`config.mk`:
```
export PLATFORM = sky130hd
export DESIGN_NAME = first_fit_region_allocator
export DESIGN_NICKNAME = d
export VERILOG_FILES = /design/src/hw/rtl/ffra_pkg.sv /design/src/hw/rtl/ffra_dp.sv /design/src/hw/rtl/ffra_ctrl.sv /design/src/hw/rtl/first_fit_region_allocator.sv
export SDC_FILE = /design/constraint.sdc
export NUM_CORES = 2
export LEC_CHECK = 0
export BUFFER_PORTS_ARGS = -buffer_cell sky130_fd_sc_hd__buf_2
export CORE_MARGIN = 2
export CORE_UTILIZATION = 45
export DETAILED_ROUTE_END_ITERATION = 6
export HOLD_SLACK_MARGIN = 0.08
export PLACE_DENSITY = 0.7
export RECOVER_POWER = 25
export SLEW_MARGIN = 15
export SYNTH_ARGS = -nofsm -noshare
export SYNTH_HDL_FRONTEND = slang
export SYNTH_HIERARCHICAL = 1
export SYNTH_SLANG_ARGS = --single-unit
```
`constraint.sdc`:
```
create_clock -name clock -period 9 [get_ports clock]
set_clock_uncertainty 0.05 [all_clocks]
set_input_delay 1.8 -clock clock [delete_from_list [all_inputs] [get_ports clock]]
set_output_delay 1.8 -clock clock [all_outputs]
set_load 0.01 [all_outputs]
```
`src/hw/rtl/ffra_pkg.sv`:
```
`default_nettype none
package ffra_pkg;

   localparam int REGION_ENTRIES_DEF = 64;
   localparam int CELL_BYTES         = 8;

   localparam int ADDR_W  = 24;
   localparam int SIZE_W  = 25;
   localparam int BYTES_W = 32;
   localparam int NEED_W  = BYTES_W + 1;
   localparam int SPAN_W  = $clog2(CELL_BYTES + 1);

   localparam logic [SIZE_W-1:0] ADDR_SPACE_MAX = SIZE_W'(16 * 1024 * 1024);

   typedef enum logic [1:0] {
      KIND_ALLOC      = 2'd0,
      KIND_FREE       = 2'd1,
      KIND_CHECK_BYTE = 2'd2,
      KIND_CHECK_CELL = 2'd3
   } kind_type;

   typedef enum logic [2:0] {
      ST_OK       = 3'd0,
      ST_BAD      = 3'd1,
      ST_OOM      = 3'd2,
      ST_FULL     = 3'd3,
      ST_NOTFOUND = 3'd4
   } status_type;

   typedef enum logic [1:0] {
      GRANT_NONE = 2'd0,
      GRANT_HIT  = 2'd1,
      GRANT_BUMP = 2'd2
   } grant_sel_type;

   typedef struct packed {
      logic          accept;
      logic          scan;
      logic          set_hit_used;
      logic          clr_hit_used;
      logic          write_new;
      logic          new_from_bump;
      logic          write_hit_size;
      logic          set_res;
      status_type    res_status;
      grant_sel_type res_grant;
      logic          load_out;
   } dp_cmd_type;

   typedef struct packed {
      kind_type kind;
      logic     bad;
      logic     hit;
      logic     scan_end;
      logic     split_need;
      logic     full;
      logic     oom;
   } dp_stat_type;

endpackage
`default_nettype wire

```
`src/hw/rtl/ffra_dp.sv`:
```
`default_nettype none
module ffra_dp import ffra_pkg::*; #(
   parameter int REGION_ENTRIES = REGION_ENTRIES_DEF
) (
   input  logic               clock,
   input  logic               reset,
   input  logic [1:0]         req_kind,
   input  logic [BYTES_W-1:0] req_request_bytes,
   input  logic [ADDR_W-1:0]  req_address,
   input  logic               csr_write,
   input  logic [SIZE_W-1:0]  csr_mem_limit,
   input  dp_cmd_type         cmd,
   output dp_stat_type        stat,
   output logic               rsp_ok,
   output logic [ADDR_W-1:0]  rsp_granted_address,
   output logic [2:0]         rsp_status
);

   localparam int IDX_W = $clog2(REGION_ENTRIES);
   localparam int CNT_W = $clog2(REGION_ENTRIES + 1);

   // request latched at accept
   kind_type            kind_ff, kind_in;
   logic [NEED_W-1:0]   need_ff, need_in;
   logic [ADDR_W-1:0]   addr_ff;
   logic [SPAN_W-1:0]   span_ff, span_in;
   logic                bad_ff, bad_in;
   logic [NEED_W-1:0]   need_sum;

   logic [SIZE_W-1:0]   mem_limit_ff;
   logic [SIZE_W-1:0]   limit_eff;

   logic [ADDR_W-1:0]   base_mem [REGION_ENTRIES];
   logic [SIZE_W-1:0]   size_mem [REGION_ENTRIES];

   logic [REGION_ENTRIES-1:0] used_ff, used_in;
   logic [CNT_W-1:0]    count_ff, count_in;
   logic [SIZE_W-1:0]   bump_ff, bump_in;

   // scan pipeline
   logic [CNT_W-1:0]    cnt_ff, cnt_in;
   logic                ev_valid_ff, ev_valid_in;
   logic [IDX_W-1:0]    ev_idx_ff;
   logic [ADDR_W-1:0]   ev_base_ff;
   logic [SIZE_W-1:0]   ev_size_ff;
   logic                ev_used_ff;
   logic [IDX_W-1:0]    rd_idx;
   logic                issue;

   logic [IDX_W-1:0]    hit_idx_ff;
   logic [ADDR_W-1:0]   hit_base_ff;
   logic [SIZE_W-1:0]   hit_size_ff;

   logic [ADDR_W-1:0]   off;
   logic [SIZE_W:0]     reach;
   logic                fit_chk, fit_alloc, match_free, hit_cond;

   logic [SIZE_W-1:0]   rem;
   logic [NEED_W:0]     bump_end;
   logic [IDX_W-1:0]    count_idx;
   logic [ADDR_W-1:0]   new_base;
   logic [SIZE_W-1:0]   new_size;
   logic                size_we;
   logic [IDX_W-1:0]    size_waddr;
   logic [SIZE_W-1:0]   size_wdata;

   status_type          res_status_ff;
   logic [ADDR_W-1:0]   res_grant_ff, res_grant_in;
   logic                rsp_ok_ff;
   logic [ADDR_W-1:0]   rsp_grant_ff;
   status_type          rsp_status_ff;

   // accept-time decode
   always_comb begin
      kind_in  = kind_type'(req_kind);
      need_sum = NEED_W'(req_request_bytes) + NEED_W'(CELL_BYTES - 1);
      need_in  = need_sum & ~NEED_W'(CELL_BYTES - 1);
      span_in  = (kind_in == KIND_CHECK_CELL) ? SPAN_W'(CELL_BYTES) : SPAN_W'(1);
      case (kind_in)
         KIND_ALLOC:      bad_in = (req_request_bytes == '0);
         KIND_FREE:       bad_in = (req_address == '0);
         KIND_CHECK_CELL: bad_in = ((req_address & ADDR_W'(CELL_BYTES - 1)) != '0);
         default:         bad_in = 1'b0;
      endcase
   end

   always_ff @(posedge clock) begin
      if (cmd.accept) begin
         kind_ff <= kind_in;
         need_ff <= need_in;
         addr_ff <= req_address;
         span_ff <= span_in;
         bad_ff  <= bad_in;
      end
   end

   always_ff @(posedge clock) begin
      if (reset) begin
         mem_limit_ff <= ADDR_SPACE_MAX;
      end else if (csr_write) begin
         mem_limit_ff <= csr_mem_limit;
      end
   end

   assign limit_eff = (mem_limit_ff > ADDR_SPACE_MAX) ? ADDR_SPACE_MAX : mem_limit_ff;

   // scan issue
   assign rd_idx = cnt_ff[IDX_W-1:0];
   assign issue  = cmd.scan && (cnt_ff < count_ff);

   always_comb begin
      cnt_in      = cnt_ff;
      ev_valid_in = 1'b0;
      if (cmd.accept) begin
         cnt_in = '0;
      end else if (issue) begin
         cnt_in      = cnt_ff + CNT_W'(1);
         ev_valid_in = 1'b1;
      end
   end

   always_ff @(posedge clock) begin
      if (reset) begin
         cnt_ff      <= '0;
         ev_valid_ff <= 1'b0;
      end else begin
         cnt_ff      <= cnt_in;
         ev_valid_ff <= ev_valid_in;
      end
   end

   always_ff @(posedge clock) begin
      ev_idx_ff  <= rd_idx;
      ev_used_ff <= used_ff[rd_idx];
   end

   // evaluate the entry read last cycle
   always_comb begin
      off        = addr_ff - ev_base_ff;
      reach      = (SIZE_W + 1)'(off) + (SIZE_W + 1)'(span_ff);
      fit_chk    = ev_used_ff && (addr_ff >= ev_base_ff) && (reach <= {1'b0, ev_size_ff});
      fit_alloc  = !ev_used_ff && (NEED_W'(ev_size_ff) >= need_ff);
      match_free = ev_used_ff && (ev_base_ff == addr_ff);
      case (kind_ff)
         KIND_ALLOC: hit_cond = fit_alloc;
         KIND_FREE:  hit_cond = match_free;
         default:    hit_cond = fit_chk;
      endcase
   end

   always_ff @(posedge clock) begin
      if (cmd.scan && stat.hit) begin
         hit_idx_ff  <= ev_idx_ff;
         hit_base_ff <= ev_base_ff;
         hit_size_ff <= ev_size_ff;
      end
   end

   assign rem       = hit_size_ff - need_ff[SIZE_W-1:0];
   assign bump_end  = (NEED_W + 1)'(bump_ff) + (NEED_W + 1)'(need_ff);
   assign count_idx = count_ff[IDX_W-1:0];

   always_comb begin
      stat.kind       = kind_ff;
      stat.bad        = bad_ff;
      stat.hit        = ev_valid_ff && hit_cond;
      stat.scan_end   = !ev_valid_ff && !(cnt_ff < count_ff);
      stat.split_need = (rem >= SIZE_W'(CELL_BYTES));
      stat.full       = (count_ff == CNT_W'(REGION_ENTRIES));
      stat.oom        = (bump_end > (NEED_W + 1)'(limit_eff));
   end

   // table writes
   always_comb begin
      if (cmd.new_from_bump) begin
         new_base = bump_ff[ADDR_W-1:0];
         new_size = need_ff[SIZE_W-1:0];
      end else begin
         new_base = hit_base_ff + need_ff[ADDR_W-1:0];
         new_size = rem;
      end
      size_we    = cmd.write_new || cmd.write_hit_size;
      size_waddr = cmd.write_hit_size ? hit_idx_ff : count_idx;
      size_wdata = cmd.write_hit_size ? need_ff[SIZE_W-1:0] : new_size;
   end

   always_ff @(posedge clock) begin
      if (cmd.write_new) begin
         base_mem[count_idx] <= new_base;
      end
      ev_base_ff <= base_mem[rd_idx];
   end

   always_ff @(posedge clock) begin
      if (size_we) begin
         size_mem[size_waddr] <= size_wdata;
      end
      ev_size_ff <= size_mem[rd_idx];
   end

   always_comb begin
      used_in  = used_ff;
      count_in = count_ff;
      bump_in  = bump_ff;
      if (cmd.set_hit_used) begin
         used_in[hit_idx_ff] = 1'b1;
      end
      if (cmd.clr_hit_used) begin
         used_in[hit_idx_ff] = 1'b0;
      end
      if (cmd.write_new) begin
         used_in[count_idx] = cmd.new_from_bump;
         count_in           = count_ff + CNT_W'(1);
         if (cmd.new_from_bump) begin
            bump_in = bump_ff + need_ff[SIZE_W-1:0];
         end
      end
   end

   always_ff @(posedge clock) begin
      if (reset) begin
         used_ff  <= '0;
         count_ff <= '0;
         bump_ff  <= SIZE_W'(CELL_BYTES);
      end else begin
         used_ff  <= used_in;
         count_ff <= count_in;
         bump_ff  <= bump_in;
      end
   end

   // result and output beat
   always_comb begin
      case (cmd.res_grant)
         GRANT_HIT:  res_grant_in = hit_base_ff;
         GRANT_BUMP: res_grant_in = bump_ff[ADDR_W-1:0];
         default:    res_grant_in = '0;
      endcase
   end

   always_ff @(posedge clock) begin
      if (cmd.set_res) begin
         res_status_ff <= cmd.res_status;
         res_grant_ff  <= res_grant_in;
      end
      if (cmd.load_out) begin
         rsp_ok_ff     <= (res_status_ff == ST_OK);
         rsp_grant_ff  <= res_grant_ff;
         rsp_status_ff <= res_status_ff;
      end
   end

   assign rsp_ok              = rsp_ok_ff;
   assign rsp_granted_address = rsp_grant_ff;
   assign rsp_status          = rsp_status_ff;

endmodule
`default_nettype wire

```
`src/hw/rtl/ffra_ctrl.sv`:
```
`default_nettype none
module ffra_ctrl import ffra_pkg::*; (
   input  logic        clock,
   input  logic        reset,
   input  logic        req_valid,
   output logic        req_stall,
   output logic        rsp_valid,
   input  logic        rsp_stall,
   input  dp_stat_type stat,
   output dp_cmd_type  cmd
);

   typedef enum logic [5:0] {
      S_IDLE   = 6'b000001,
      S_SCAN   = 6'b000010,
      S_HIT    = 6'b000100,
      S_SPLIT  = 6'b001000,
      S_BUMP   = 6'b010000,
      S_FINISH = 6'b100000
   } state_type;

   state_type state_ff, state_in;
   logic      rsp_valid_ff, rsp_valid_in;
   logic      out_free;

   assign out_free  = !rsp_valid_ff || !rsp_stall;
   assign req_stall = (state_ff != S_IDLE);

   always_comb begin
      state_in           = state_ff;
      cmd.accept         = 1'b0;
      cmd.scan           = 1'b0;
      cmd.set_hit_used   = 1'b0;
      cmd.clr_hit_used   = 1'b0;
      cmd.write_new      = 1'b0;
      cmd.new_from_bump  = 1'b0;
      cmd.write_hit_size = 1'b0;
      cmd.set_res        = 1'b0;
      cmd.res_status     = ST_OK;
      cmd.res_grant      = GRANT_NONE;
      cmd.load_out       = 1'b0;
      case (state_ff)
         S_IDLE: begin
            if (req_valid) begin
               cmd.accept = 1'b1;
               state_in   = S_SCAN;
            end
         end
         S_SCAN: begin
            cmd.scan = 1'b1;
            if (stat.bad) begin
               cmd.set_res    = 1'b1;
               cmd.res_status = ST_BAD;
               state_in       = S_FINISH;
            end else if (stat.hit) begin
               state_in = S_HIT;
            end else if (stat.scan_end) begin
               if (stat.kind == KIND_ALLOC) begin
                  state_in = S_BUMP;
               end else begin
                  cmd.set_res    = 1'b1;
                  cmd.res_status = ST_NOTFOUND;
                  state_in       = S_FINISH;
               end
            end
         end
         S_HIT: begin
            state_in    = S_FINISH;
            cmd.set_res = 1'b1;
            case (stat.kind)
               KIND_ALLOC: begin
                  if (stat.split_need) begin
                     if (stat.full) begin
                        cmd.res_status = ST_FULL;
                     end else begin
                        cmd.set_res   = 1'b0;
                        cmd.write_new = 1'b1;
                        state_in      = S_SPLIT;
                     end
                  end else begin
                     cmd.set_hit_used = 1'b1;
                     cmd.res_grant    = GRANT_HIT;
                  end
               end
               KIND_FREE: begin
                  cmd.clr_hit_used = 1'b1;
               end
               default: begin
               end
            endcase
         end
         S_SPLIT: begin
            cmd.write_hit_size = 1'b1;
            cmd.set_hit_used   = 1'b1;
            cmd.set_res        = 1'b1;
            cmd.res_grant      = GRANT_HIT;
            state_in           = S_FINISH;
         end
         S_BUMP: begin
            cmd.set_res = 1'b1;
            state_in    = S_FINISH;
            if (stat.oom) begin
               cmd.res_status = ST_OOM;
            end else if (stat.full) begin
               cmd.res_status = ST_FULL;
            end else begin
               cmd.write_new     = 1'b1;
               cmd.new_from_bump = 1'b1;
               cmd.res_grant     = GRANT_BUMP;
            end
         end
         S_FINISH: begin
            if (out_free) begin
               cmd.load_out = 1'b1;
               state_in     = S_IDLE;
            end
         end
         default: begin
            state_in = S_IDLE;
         end
      endcase
   end

   assign rsp_valid_in = cmd.load_out || (rsp_valid_ff && rsp_stall);
   assign rsp_valid    = rsp_valid_ff;

   always_ff @(posedge clock) begin
      if (reset) begin
         state_ff     <= S_IDLE;
         rsp_valid_ff <= 1'b0;
      end else begin
         state_ff     <= state_in;
         rsp_valid_ff <= rsp_valid_in;
      end
   end

endmodule
`default_nettype wire

```
`src/hw/rtl/first_fit_region_allocator.sv`:
```
// First-fit region allocator with bump-pointer fallback.
// Request channel (req_*): kind, request_bytes, address; a beat is taken when
// req_valid is high and req_stall is low. One request is worked at a time;
// req_stall is high from the accepting edge until its result is registered.
// Result channel (rsp_*): ok, granted_address, status; a beat is taken when
// rsp_valid is high and rsp_stall is low. The result stays in the output
// register while the receiver stalls, and the next request is taken then.
// Flow: the region table is scanned one entry per cycle through the
// registered read of the region memory. A hit goes to S_HIT, a split adds
// S_SPLIT, and an alloc miss goes to S_BUMP for a bump carve; the result is
// then loaded out from S_FINISH. The next request is taken only after that
// load, so the scan sets the throughput.
// csr_*: one write channel for mem_limit, csr_ready is always high; write it
// only while no request is in flight.
// Reset: table empty, bump pointer at one cell, mem_limit at 16 MiB, no
// result pending. The region memory needs no clearing pass.
`default_nettype none
module first_fit_region_allocator import ffra_pkg::*; #(
   parameter int REGION_ENTRIES = REGION_ENTRIES_DEF
) (
   input  logic               clock,
   input  logic               reset,
   input  logic               req_valid,
   output logic               req_stall,
   input  logic [1:0]         req_kind,
   input  logic [BYTES_W-1:0] req_request_bytes,
   input  logic [ADDR_W-1:0]  req_address,
   output logic               rsp_valid,
   input  logic               rsp_stall,
   output logic               rsp_ok,
   output logic [ADDR_W-1:0]  rsp_granted_address,
   output logic [2:0]         rsp_status,
   input  logic               csr_valid,
   output logic               csr_ready,
   input  logic [SIZE_W-1:0]  csr_mem_limit
);

   dp_cmd_type  cmd;
   dp_stat_type stat;
   logic        csr_write;

   assign csr_ready = 1'b1;
   assign csr_write = csr_valid && csr_ready;

   ffra_ctrl u_ctrl (
      .clock     (clock),
      .reset     (reset),
      .req_valid (req_valid),
      .req_stall (req_stall),
      .rsp_valid (rsp_valid),
      .rsp_stall (rsp_stall),
      .stat      (stat),
      .cmd       (cmd)
   );

   ffra_dp #(
      .REGION_ENTRIES (REGION_ENTRIES)
   ) u_dp (
      .clock               (clock),
      .reset               (reset),
      .req_kind            (req_kind),
      .req_request_bytes   (req_request_bytes),
      .req_address         (req_address),
      .csr_write           (csr_write),
      .csr_mem_limit       (csr_mem_limit),
      .cmd                 (cmd),
      .stat                (stat),
      .rsp_ok              (rsp_ok),
      .rsp_granted_address (rsp_granted_address),
      .rsp_status          (rsp_status)
   );

   a_ok_matches_status: assert property (@(posedge clock) disable iff (reset)
      rsp_valid |-> (rsp_ok == (rsp_status == ST_OK)))
      else $error("ok flag disagrees with status");

   a_no_grant_on_fail: assert property (@(posedge clock) disable iff (reset)
      (rsp_valid && !rsp_ok) |-> (rsp_granted_address == '0))
      else $error("granted address nonzero on failed request");

   a_one_in_flight: assert property (@(posedge clock) disable iff (reset)
      (req_valid && !req_stall) |=> req_stall)
      else $error("second request taken while one is in flight");

endmodule
`default_nettype wire
```
==> impl_metrics.toml <==
[finish]
fillCellCount = 23800
multi_input_area_sq_um = 36500
layout-drive-gt1-share_pct = 26.1
layout_commonest_cell = "edfxtp_1"
regArea_sq_um = 103000
nets = 7374
syn_to_final_growth_pct = 12.7
mostFrequentLayoutCells = "3305 x edfxtp_1, 1050 x mux4_2, 338 x clkbuf_16, 241 x nand2_1, 218 x a21oi_1"

[timing]
tightest_slew_ns = 4.21
drv_slew = 1485
setup_viol = 0
max_freq_mhz = 122
hold_violations = 0
period_needed_ns = 8.21
rsz0062_at_grt = "false"
fin_crit_sh_pct = 91.2
timing.slew.headroom_pct = -181
tns_ns = 0

[detailed_routing]
drtPass1Iterations = 6
ant_nets = 0
drt-total-wl_um = 352000
drc = 0
wl_per_cell_um = 30.6
vias_per_cell = 6.11
drt_iter0_markers = 9066
vias = 70300

[yosys]
synth.avg_cell_area_sq_um = 20.6
yosys_register_bits = 3494
synth_xor_area_share_pct = 0.813
async_reset_ff_share_pct = 0
ys_seq_area_share_pct = 73.6
synth_top_family_by_area = "multiplexers"
synthAdderAreaFrac_pct = 1.58
synth_edf_count = 3305
synth-compound-area-share_pct = 2.71
ys_types = 94
ys.flop_type = "edfxtp_1"
synth_area_sq_um = 140000
synthSimpleGateAreaFrac_pct = 2.94
synth_fp_nets = 7074
ys_warn_count = 6
syn-instance-count = 6812
muxShareOfSynthArea_pct = 17.1

[floorplan]
die_y_um = 562
die_width_um = 562
rows = 204
fp.dieArea_sq_um = 316000
initial_core_util_pct = 45.3
io_pins = 119
core-area_sq_um = 309000

[clocking]
cts_resized = 0
root_buffer = "clkbuf_16"
clock_latency_ns = 0.91
cts_tree = "yes"
cts_setup_buffers = 0
numCtsBuffers = 330
cts_sinks = 3494
htreeDepth = 5
postCtsHoldBufs = 0
clockBufferDepth = 4
clk_pin_slew_ns = 0.06

[setup_path]
path_max_fanout = 41
worstPathCellList = "ha_1 -> fa_1 -> a211oi_1 -> o21ai_0 -> a311oi_1 -> nand2_1 -> and2_0 -> xor2_1 -> ha_1 -> nand4_1 -> o21ai_0 -> a21oi_1 -> o211ai_1 -> a31oi_1 -> nor2_1 -> nor4_1 -> nand4_1 -> nor3_1 -> buf_4 -> o31ai_1 -> clkbuf_1"
crit_arrival_ns = 8.55
critPathLaunch = "u_dp/need_ff[3]"
crit_buf_inv = 2
critPathLaunchType = "flop"
critical-path-top-delay-family = "compound AO/OA/AOI/OAI gates"
slowest_delay_ns = 1.51
cp.required_ns = 9.35
end_kind = "flop"
r2r-start = "u_dp/need_ff[3]"
worstSetupPathType = "reg -> reg"
cp_slowest_cell = "o31ai_1"

[grt]
grt_pass1_wl_um = 505000
busiest_layer = "met2"
gr-usage-met2_pct = 35.5
grt_use_met3_pct = 4.43
gr-usage-met1_pct = 29.8
grt_max_degree = 142
antenna_found_initial = 27
track_usage_pct = 22.1
gr-total-overflow = 0
grt_pass1_vias = 69800

[hold_path]
min_from = "u_dp/ev_idx_ff[5]"
worstHoldPathType = "reg -> reg"

[outcome]
status = "finished with violations"
violations = "max-capacitance violations, max-slew violations"

[power_and_ir_drop]
p_leak_uw = 0.0480
p_per_area_nw_per_um2 = 231
vdd_drop_max_uv = 243
fin_total_pwr_uw = 36500

[placement]
io_buffers = 117
place_congestion = 0.911
detailed_place_hpwl_um = 214000

[job]
maxCapViolations = 36
power by group:
group          switching [uW]  internal [uW]
combinational            2510            617
clock                    5890           8030
sequential               91.5          19300
routing by layer:
metal / routed length, um / up-vias
met2: 169000 / 3518
met1: 134000 / 37200
li1: - / 28900
met3: 32200 / 639
met5: 55 / -
met4: 15800 / 8
layout make-up:
| type | count | share of cell area [%] |
|---|---|---|
| multi-input combinational | 2869 | 23.1 |
| antenna | 11 | 0.0174 |
| sequential | 3494 | 65.3 |
| inverter | 128 | 0.306 |
| timing repair buffer | 289 | 1.18 |
| tap | 4120 | 3.27 |
| clock buffer | 441 | 5.68 |
| clock inverter | 154 | 1.11 |
cell families after synthesis:
group	count (synthesis)
DFF	3494
and+or+nand+nor	886
AOI/OAI and AO/OA	594
xor gates and xnor gates	130
other	1
muxes	1084
buffers and inverters	449
adders and majority gates	174
state kept, by name, summed over array words and instances, names as in the netlist, 6 cells and up:
register,cells
u_dp/size_mem,1600
u_dp/base_mem,1536
u_dp/used_ff,64
u_dp/need_ff,30
u_dp/ev_size_ff,25
u_dp/hit_size_ff,25
u_dp/mem_limit_ff,25
u_dp/addr_ff,24
u_dp/ev_base_ff,24
u_dp/hit_base_ff,24
u_dp/res_grant_ff,24
u_dp/rsp_granted_address,24
u_dp/bump_ff,22
u_dp/cnt_ff,7
u_dp/count_ff,7
u_ctrl/state_ff,6
u_dp/ev_idx_ff,6
u_dp/hit_idx_ff,6
Yosys cell counts, types with 7 or more instances:
master | number | area, sq um
or3_1 | 12 | 75.1
and2_1 | 14 | 87.6
o21bai_1 | 8 | 60.1
dfxtp_1 | 189 | 3780
nand3_1 | 65 | 325
a31oi_1 | 13 | 81.3
nor4_1 | 25 | 156
nand2b_1 | 25 | 156
clkbuf_1 | 246 | 923
nor2b_1 | 28 | 175
inv_1 | 125 | 469
and3_1 | 20 | 125
a211oi_1 | 38 | 285
nand2_1 | 241 | 905
mux2i_1 | 29 | 290
xor2_1 | 46 | 403
ha_1 | 170 | 2130
or2_2 | 11 | 68.8
buf_1 | 67 | 251
o21ai_0 | 93 | 465
a21o_1 | 62 | 465
o31ai_1 | 10 | 75.1
a211o_1 | 29 | 254
mux4_2 | 1050 | 23600
nor3_1 | 44 | 220
a22o_1 | 21 | 184
o22ai_1 | 10 | 62.6
nand4_1 | 36 | 225
and4_1 | 7 | 61.3
nor2_1 | 319 | 1200
xnor2_1 | 84 | 736
edfxtp_1 | 3305 | 99200
a21oi_1 | 219 | 1100
o21a_1 | 21 | 158
path summary, 6_finish.rpt:
path | slack, ns | to | depth (start not counted)
setup / recovery | 0.79 | u_dp/base_mem[12][7] | 21
hold / removal | 0.34 | u_dp/hit_idx_ff[5] | 0
setup reg to reg | 0.79 | u_dp/base_mem[12][7] | 21
hold reg to reg | 0.34 | u_dp/hit_idx_ff[5] | 0
stage by stage:
stage | cell area, sq um | hold slack (ns) | setup WS, ns | util, % | instances
after floorplan | 140000 | 0.303 | 0.439 | - | 6812
after global placement | 147000 | 0.336 | 0.856 | 47.7 | 10900
after detailed placement | 147000 | 0.340 | 1.27 | 47.7 | 10900
after CTS | 158000 | 0.344 | 1.21 | 51.2 | 11500
after global routing | 158000 | 0.342 | 0.351 | 51.0 | 11500
final | 158000 | 0.342 | 0.795 | 51.0 | 11500
(Power assumes the default switching activity.)
